**config.mk**
```make
export PLATFORM = sky130hd
export DESIGN_NAME = i2c_command_frame_writer_top
export DESIGN_NICKNAME = d
export VERILOG_FILES = /design/src/rtl/core/i2c_cfw_pkg.sv /design/src/rtl/core/i2c_cfw_seq.sv /design/src/rtl/core/i2c_command_frame_writer_top.sv
export SDC_FILE = /design/constraint.sdc
export NUM_CORES = 1
export LEC_CHECK = 0
export ABC_AREA = 1
export BUFFER_PORTS_ARGS = -buffer_cell sky130_fd_sc_hd__buf_2
export CORE_UTILIZATION = 40
export CTS_BUF_LIST = sky130_fd_sc_hd__clkbuf_16
export DETAILED_ROUTE_END_ITERATION = 10
export HOLD_SLACK_MARGIN = 0.06
export MAX_ROUTING_LAYER = met4
export PLACE_DENSITY_LB_ADDON = 0.15
export SLEW_MARGIN = 5
export SYNTH_ARGS = -nofsm -noshare
export SYNTH_HDL_FRONTEND = slang
export SYNTH_SLANG_ARGS = --single-unit
```
**constraint.sdc**
```tcl
create_clock -name clk_i -period 4.6 [get_ports clk_i]
set_input_delay 0.23 -clock clk_i [delete_from_list [all_inputs] [get_ports clk_i]]
set_output_delay 0.23 -clock clk_i [all_outputs]
set_load 0.1 [all_outputs]
```
**src/rtl/core/i2c_cfw_pkg.sv**
```systemverilog
// package: shared types, constants and line decode for the i2c command frame writer
`default_nettype none

package i2c_cfw_pkg;

  // frame layout
  localparam logic [5:0] SegCount   = 6'd62;
  localparam logic [5:0] ByteSegs   = 6'd19;
  localparam logic [5:0] BytesStart = 6'd2;
  localparam logic [5:0] StopFirst  = 6'd59;
  localparam logic [5:0] StopSecond = 6'd60;
  localparam logic [4:0] AckHigh    = 5'd17;

  // input actions
  localparam logic ActTick = 1'b0;
  localparam logic ActSend = 1'b1;

  // configuration register indexes
  typedef enum logic [1:0] {
    RegAddress    = 2'd0,
    RegControl    = 2'd1,
    RegHalfPeriod = 2'd2
  } cfg_reg_e;

  // reset values of the configuration registers
  localparam logic [7:0]  AddressReset    = 8'h78;
  localparam logic [7:0]  ControlReset    = 8'h80;
  localparam logic [15:0] HalfPeriodReset = 16'd4;

  // configuration seen by the sequencer
  typedef struct packed {
    logic [7:0]  address_byte;
    logic [7:0]  control_byte;
    logic [15:0] half_period_ticks;
  } cfg_t;

  // one result item
  typedef struct packed {
    logic scl_level;
    logic sda_level;
    logic busy_res;
    logic frame_done;
    logic request_rejected;
  } result_t;

  // line levels {scl, sda} for one frame segment
  function automatic logic [1:0] seg_lines(input logic [5:0] seg,
                                           input logic [7:0] addr,
                                           input logic [7:0] ctrl,
                                           input logic [7:0] cmd);
    logic [5:0] rel;
    logic [5:0] off_w;
    logic [4:0] off;
    logic [1:0] which;
    logic [7:0] data;
    logic [2:0] bitpos;
    logic [1:0] lines;
    rel   = seg - BytesStart;
    which = 2'd0;
    off_w = rel;
    if (rel >= (ByteSegs + ByteSegs)) begin
      which = 2'd2;
      off_w = rel - (ByteSegs + ByteSegs);
    end else if (rel >= ByteSegs) begin
      which = 2'd1;
      off_w = rel - ByteSegs;
    end
    off = off_w[4:0];
    case (which)
      2'd0:    data = addr;
      2'd1:    data = ctrl;
      default: data = cmd;
    endcase
    bitpos = 3'd7 - off[3:1];
    if (seg == 6'd0) begin
      lines = 2'b10;
    end else if (seg == 6'd1) begin
      lines = 2'b00;
    end else if (seg < StopFirst) begin
      if (off < 5'd16) begin
        lines = {off[0], data[bitpos]};
      end else begin
        lines = {(off == AckHigh), 1'b1};
      end
    end else if (seg == StopFirst) begin
      lines = 2'b00;
    end else if (seg == StopSecond) begin
      lines = 2'b10;
    end else begin
      lines = 2'b11;
    end
    return lines;
  endfunction

endpackage

`default_nettype wire

```
**src/rtl/core/i2c_cfw_seq.sv**
```systemverilog
// segment sequencer: frame state, tick counting and line decode per request
`default_nettype none

module i2c_cfw_seq (
  input  wire logic                 clk_i,
  input  wire logic                 rst_ni,
  input  wire logic                 step_i,
  input  wire logic                 action_i,
  input  wire logic [7:0]           command_byte_i,
  input  wire i2c_cfw_pkg::cfg_t    cfg_i,
  output i2c_cfw_pkg::result_t      result_o
);

  logic [5:0]  seg_q, seg_d;
  logic [15:0] tick_q, tick_d;
  logic [7:0]  cmd_q, cmd_d;
  logic        sending_q, sending_d;
  logic [15:0] hp;
  logic [15:0] tick_inc;
  logic [5:0]  seg_inc;
  logic        done;
  logic        rejected;
  logic [1:0]  lines;

  // effective half period, zero acts as one
  assign hp       = (cfg_i.half_period_ticks == 16'd0) ? 16'd1 : cfg_i.half_period_ticks;
  assign tick_inc = tick_q + 16'd1;
  assign seg_inc  = seg_q + 6'd1;

  // next state for the request at the input
  always_comb begin
    seg_d     = seg_q;
    tick_d    = tick_q;
    cmd_d     = cmd_q;
    sending_d = sending_q;
    done      = 1'b0;
    rejected  = 1'b0;
    if (action_i == i2c_cfw_pkg::ActSend) begin
      if (sending_q) begin
        rejected = 1'b1;
      end else begin
        cmd_d     = command_byte_i;
        seg_d     = 6'd0;
        tick_d    = 16'd0;
        sending_d = 1'b1;
      end
    end else if (sending_q) begin
      tick_d = tick_inc;
      if (tick_inc >= hp) begin
        tick_d = 16'd0;
        seg_d  = seg_inc;
        if (seg_inc >= i2c_cfw_pkg::SegCount) begin
          seg_d     = 6'd0;
          sending_d = 1'b0;
          done      = 1'b1;
        end
      end
    end
  end

  // line levels after this request
  always_comb begin
    lines = 2'b11;
    if (sending_d) begin
      lines = i2c_cfw_pkg::seg_lines(seg_d, cfg_i.address_byte, cfg_i.control_byte, cmd_d);
    end
  end

  assign result_o = '{
    scl_level:        lines[1],
    sda_level:        lines[0],
    busy_res:         sending_d,
    frame_done:       done,
    request_rejected: rejected
  };

  // control state
  always_ff @(posedge clk_i or negedge rst_ni) begin
    if (!rst_ni) begin
      seg_q     <= 6'd0;
      tick_q    <= 16'd0;
      cmd_q     <= 8'd0;
      sending_q <= 1'b0;
    end else if (step_i) begin
      seg_q     <= seg_d;
      tick_q    <= tick_d;
      cmd_q     <= cmd_d;
      sending_q <= sending_d;
    end
  end

endmodule

`default_nettype wire

```
**src/rtl/core/i2c_command_frame_writer_top.sv**
```systemverilog
// top level: config registers, request handshake and result register
//
//  channel  | handshake                | payload
//  ---------+--------------------------+--------------------------------------------
//  in       | in_valid_i / in_ready_o  | action_i, command_byte_i
//  out      | out_valid_o / out_ready_i| scl_level_o, sda_level_o, busy_res_o,
//           |                          | frame_done_o, request_rejected_o
//  cfg      | cfg_we_i (no wait)       | cfg_idx_i, cfg_wdata_i
//
//  One request is taken per cycle while in_ready_o is high; its result shows in the result register the next cycle.
//  The rate is set by the combinational sequencer update (tick add and compare, line decode).
//  The input is ready while the result register is empty or being taken in the same cycle.
//  Reset clears the frame state and result valid and loads the configuration defaults.
`default_nettype none

module i2c_command_frame_writer_top (
  input  wire logic        clk_i,
  input  wire logic        rst_ni,
  input  wire logic        in_valid_i,
  output logic             in_ready_o,
  input  wire logic        action_i,
  input  wire logic [7:0]  command_byte_i,
  output logic             out_valid_o,
  input  wire logic        out_ready_i,
  output logic             scl_level_o,
  output logic             sda_level_o,
  output logic             busy_res_o,
  output logic             frame_done_o,
  output logic             request_rejected_o,
  input  wire logic        cfg_we_i,
  input  wire logic [1:0]  cfg_idx_i,
  input  wire logic [15:0] cfg_wdata_i
);

  i2c_cfw_pkg::cfg_t    cfg_q;
  i2c_cfw_pkg::result_t res_d, res_q;
  logic                 out_valid_q;
  logic                 accept;

  // configuration registers
  always_ff @(posedge clk_i or negedge rst_ni) begin
    if (!rst_ni) begin
      cfg_q.address_byte      <= i2c_cfw_pkg::AddressReset;
      cfg_q.control_byte      <= i2c_cfw_pkg::ControlReset;
      cfg_q.half_period_ticks <= i2c_cfw_pkg::HalfPeriodReset;
    end else if (cfg_we_i) begin
      case (cfg_idx_i)
        i2c_cfw_pkg::RegAddress:    cfg_q.address_byte      <= cfg_wdata_i[7:0];
        i2c_cfw_pkg::RegControl:    cfg_q.control_byte      <= cfg_wdata_i[7:0];
        i2c_cfw_pkg::RegHalfPeriod: cfg_q.half_period_ticks <= cfg_wdata_i;
        default: ;
      endcase
    end
  end

  // request handshake
  assign in_ready_o = !out_valid_q || out_ready_i;
  assign accept     = in_valid_i && in_ready_o;

  i2c_cfw_seq u_seq (
    .clk_i          (clk_i),
    .rst_ni         (rst_ni),
    .step_i         (accept),
    .action_i       (action_i),
    .command_byte_i (command_byte_i),
    .cfg_i          (cfg_q),
    .result_o       (res_d)
  );

  // result valid
  always_ff @(posedge clk_i or negedge rst_ni) begin
    if (!rst_ni) begin
      out_valid_q <= 1'b0;
    end else if (accept) begin
      out_valid_q <= 1'b1;
    end else if (out_ready_i) begin
      out_valid_q <= 1'b0;
    end
  end

  // result payload
  always_ff @(posedge clk_i) begin
    if (accept) begin
      res_q <= res_d;
    end
  end

  assign out_valid_o        = out_valid_q;
  assign scl_level_o        = res_q.scl_level;
  assign sda_level_o        = res_q.sda_level;
  assign busy_res_o         = res_q.busy_res;
  assign frame_done_o       = res_q.frame_done;
  assign request_rejected_o = res_q.request_rejected;

  // checks
  a_done_idle: assert property (@(posedge clk_i) disable iff (!rst_ni)
    out_valid_o && frame_done_o |-> !busy_res_o)
    else $error("frame done while still busy");

  a_reject_busy: assert property (@(posedge clk_i) disable iff (!rst_ni)
    out_valid_o && request_rejected_o |-> busy_res_o && !frame_done_o)
    else $error("request rejected while idle");

  a_idle_lines: assert property (@(posedge clk_i) disable iff (!rst_ni)
    out_valid_o && !busy_res_o |-> scl_level_o && sda_level_o)
    else $error("lines not released while idle");

  a_take_result: assert property (@(posedge clk_i) disable iff (!rst_ni)
    accept |=> out_valid_o)
    else $error("accepted request produced no result");

endmodule

`default_nettype wire

```
==> results_dict.tcl <==
set metrics [dict create \
    hold_path.class "in -> async" \
    path_class "reg -> reg" \
    start_util_pct 41.9 \
    combPwrFrac_pct 43.2 \
    hold_viol_final 0 \
    port_buffers 38 \
    violations "setup timing" \
    synth-seq-cells 69 \
    relSlewSlack_pct 40.5 \
    syn-num-nets 681 \
    end_kind "flip-flop" \
    clkTransAtPathRegs_ns 0.06 \
    tightest_slew_ns 0.891 \
    pin_count 39 \
    via_count 4359 \
    synth_edf_count 5 \
    gp_congestion 0.877 \
    num_rows 38 \
    setup_viol 1 \
    startpoint_type "flip-flop" \
    layout_commonest_cell "nand2_1" \
    detail-route-antenna-nets 0 \
    crit_required_ns 4.70 \
    fin_tns_setup_ns -0.0241 \
    antenna_found_initial 0 \
    power.leakage_uw 0.00319 \
    antenna_cells 0 \
    finalPower_uw 2600 \
    drt_wl_total_um 12400 \
    ys_warn_count 0 \
    swShare_pct 39.3 \
    crit_top_cell "nand2_1" \
    coreArea_sq_mm 0.0110 \
    seq_area_frac_synth_pct 38.1 \
    netlist_area_sq_mm 0.00462 \
    dieArea_sq_mm 0.0120 \
    drtPass1Iterations 5 \
    cp_top_family "simple AND/OR/NAND/NOR gates" \
    maxClockFrequency_mhz 216 \
    fin_crit_sh_pct 101 \
    slowest_stage "dfrtp_1" \
    nets 786 \
    cts_sinks 69 \
    grt_pass1_vias 4414 \
    area.growth.synth_to_final_pct 34.7 \
    grt_usage_pct 23.4 \
    die_h_um 109 \
    cts_buffers 9 \
    dpl.hpwl_um 8770 \
    max_stage_delay_ns 0.37 \
    p_switching_uw 1020 \
    synth_cell_types 39 \
    hold_ws_ns 0.0381 \
    final_cell_mix "nand2_1, inv_1, buf_4" \
    drive_above_1_share_pct 31.2 \
    layout_setup_ws_ns -0.0241 \
    vias_per_cell 4.98 \
    cts_buffer_depth 2 \
    cts_tree "done" \
    syn_inst 625 \
    grt_max_degree 65 \
    wl_per_cell_um 14.2 \
    slew_viol_final 0 \
    htreeDepth 3 \
    grt_overflow 0 \
    die_width_um 109 \
    critPathBufInv 11 \
    ys_async_sr_fraction_pct 92.8 \
    grt_pass1_wl_um 20500 \
    clk_latency_ns 0.35 \
    p_int_uw 1580 \
    clock_skew_ns 0.00977 \
    p_seq_share_pct 30.2 \
    drc_errors 0 \
    irDropWorstVdd_mv 0.416 \
    dr.first_iter.drc_count 204 \
    cts_root_buf "clkbuf_16" \
    worstPathMaxFanout 8 \
    pwr-share-clk_pct 26.5 \
    p_per_area_mw_per_mm2 419 \
    rsz0062_at_grt "true" \
    ys.flop_type "dfrtp_1" \
    preCtsSetupSlack_ns -0.326 \
    fin_crit_ns 4.62 \
    status "finished with violations" \
    cp.arrival_ns 4.72 \
    syn_area_per_cell_sq_um 7.39 \
    cap_violations 0 \
]
==> sequential cells by signal, indices dropped and copies added (netlist names) <==
name and cells:
request_rejected_o 1, busy_res_o 1, u_seq.sending_q 1, u_seq.cmd_q 8, cfg_q 32, out_valid_o 1
u_seq.tick_q 16, u_seq.seg_q 6, frame_done_o 1, scl_level_o 1, sda_level_o 1
==> worst register-to-register path, delay by kind of cell (launching register included) <==
family | cells | cell delay, ns
adders and majority gates | 3 | 0.69
buffers and inverters | 11 | 1.19
and+or+nand+nor | 27 | 2.08
DFF | 1 | 0.37
==> area by class of cell <==
type	instances	area [sq um]
flip-flops and latches	69	1760
inverters	106	400
repair buffers	109	782
fillers	983	4810
clock buffers	10	250
well taps	140	175
multi-input cells	435	2810
clock inverters	6	42.5
==> through the flow <==
step                std cells  util [%]  cell area (sq um)
finish                    875      56.4               6220
global route              875      56.4               6220
CTS                       875      54.8               6040
detailed placement        837      47.9               5290
global placement          837      47.9               5290
floorplan                 625         -               4620
==> power groups by stage <==
stage / clock [uW] / sequential, uW / combinational, uW
4_1_cts: 707 / 784 / 1070
3_5_place_dp: 0 / 788 / 923
5_1_grt: 733 / 799 / 1250
6_report: 691 / 787 / 1130
3_3_place_gp: 0 / 785 / 907
2_1_floorplan: 0 / 816 / 604
==> worst paths after layout <==
kind / start / endpoint / slack, ns / cells past startpoint
max reg2reg: u_seq.tick_q[0]$_DFFE_PN0P_ / sda_level_o$_SDFFCE_PP1P_ / -0.02 / 41
min reg2reg: cfg_q[20]$_DFFE_PN0P_ / cfg_q[20]$_DFFE_PN0P_ / 0.49 / 2
min in group clk_i: cfg_wdata_i[11] / cfg_q[11]$_DFFE_PN0P_ / 0.13 / 3
max: u_seq.tick_q[0]$_DFFE_PN0P_ / sda_level_o$_SDFFCE_PP1P_ / -0.02 / 41
max in group asynchronous: rst_ni / cfg_q[10]$_DFFE_PN0P_ / 3.97 / 2
min: rst_ni / u_seq.tick_q[8]$_DFFE_PN0P_ / 0.04 / 2
==> cell usage after synthesis (all sizes together) (6+ instances only) <==
library cell,n,area (sq um)
nand3,61,360
dfrtp,58,1450
nand4,9,56.3
nand2,165,702
o22ai,15,93.8
ha,24,300
clkbuf,10,37.5
nor3,7,35.0
xor2,11,96.3
nor4,7,43.8
dfstp,6,158
inv,105,394
o21ai,51,263
nor2,49,223
a21oi,26,134
==> cell families (layout without fill, tap and decap cells) <==
| family | Yosys count | after routing | share of synthesized area [%] |
|---|---|---|---|
| buffers and inverters | 121 | 231 | 10.3 |
| flip-flops | 69 | 69 | 38.1 |
| AO/OA/AOI/OAI | 96 | 96 | 11.4 |
| adder cells (fa/ha/maj) | 24 | 24 | 6.50 |
| multiplexers | 1 | 1 | 0.217 |
| XOR/XNOR | 11 | 11 | 2.09 |
| AND/OR/NAND/NOR | 303 | 303 | 31.5 |
==> repair_timing <==
item                                    4_1_cts  5_1_grt
pin swaps                                    37       33
hold buffers                                  0        0
setup buffers                                22        0
endpoints found under the setup margin        2        2
gates resized for setup                      60       34
==> per-layer routing <==
layer / vias to the layer above / GRT usage (%) / part of all wire [%]
met5: - / - / 0
met4: 0 / 8.00 / 2.3
met3: 18 / 5.51 / 4.3
met2: 95 / 38.1 / 47
met1: 2012 / 28.4 / 46
li1: 2234 / - / -
(Power assumes the default switching activity.)
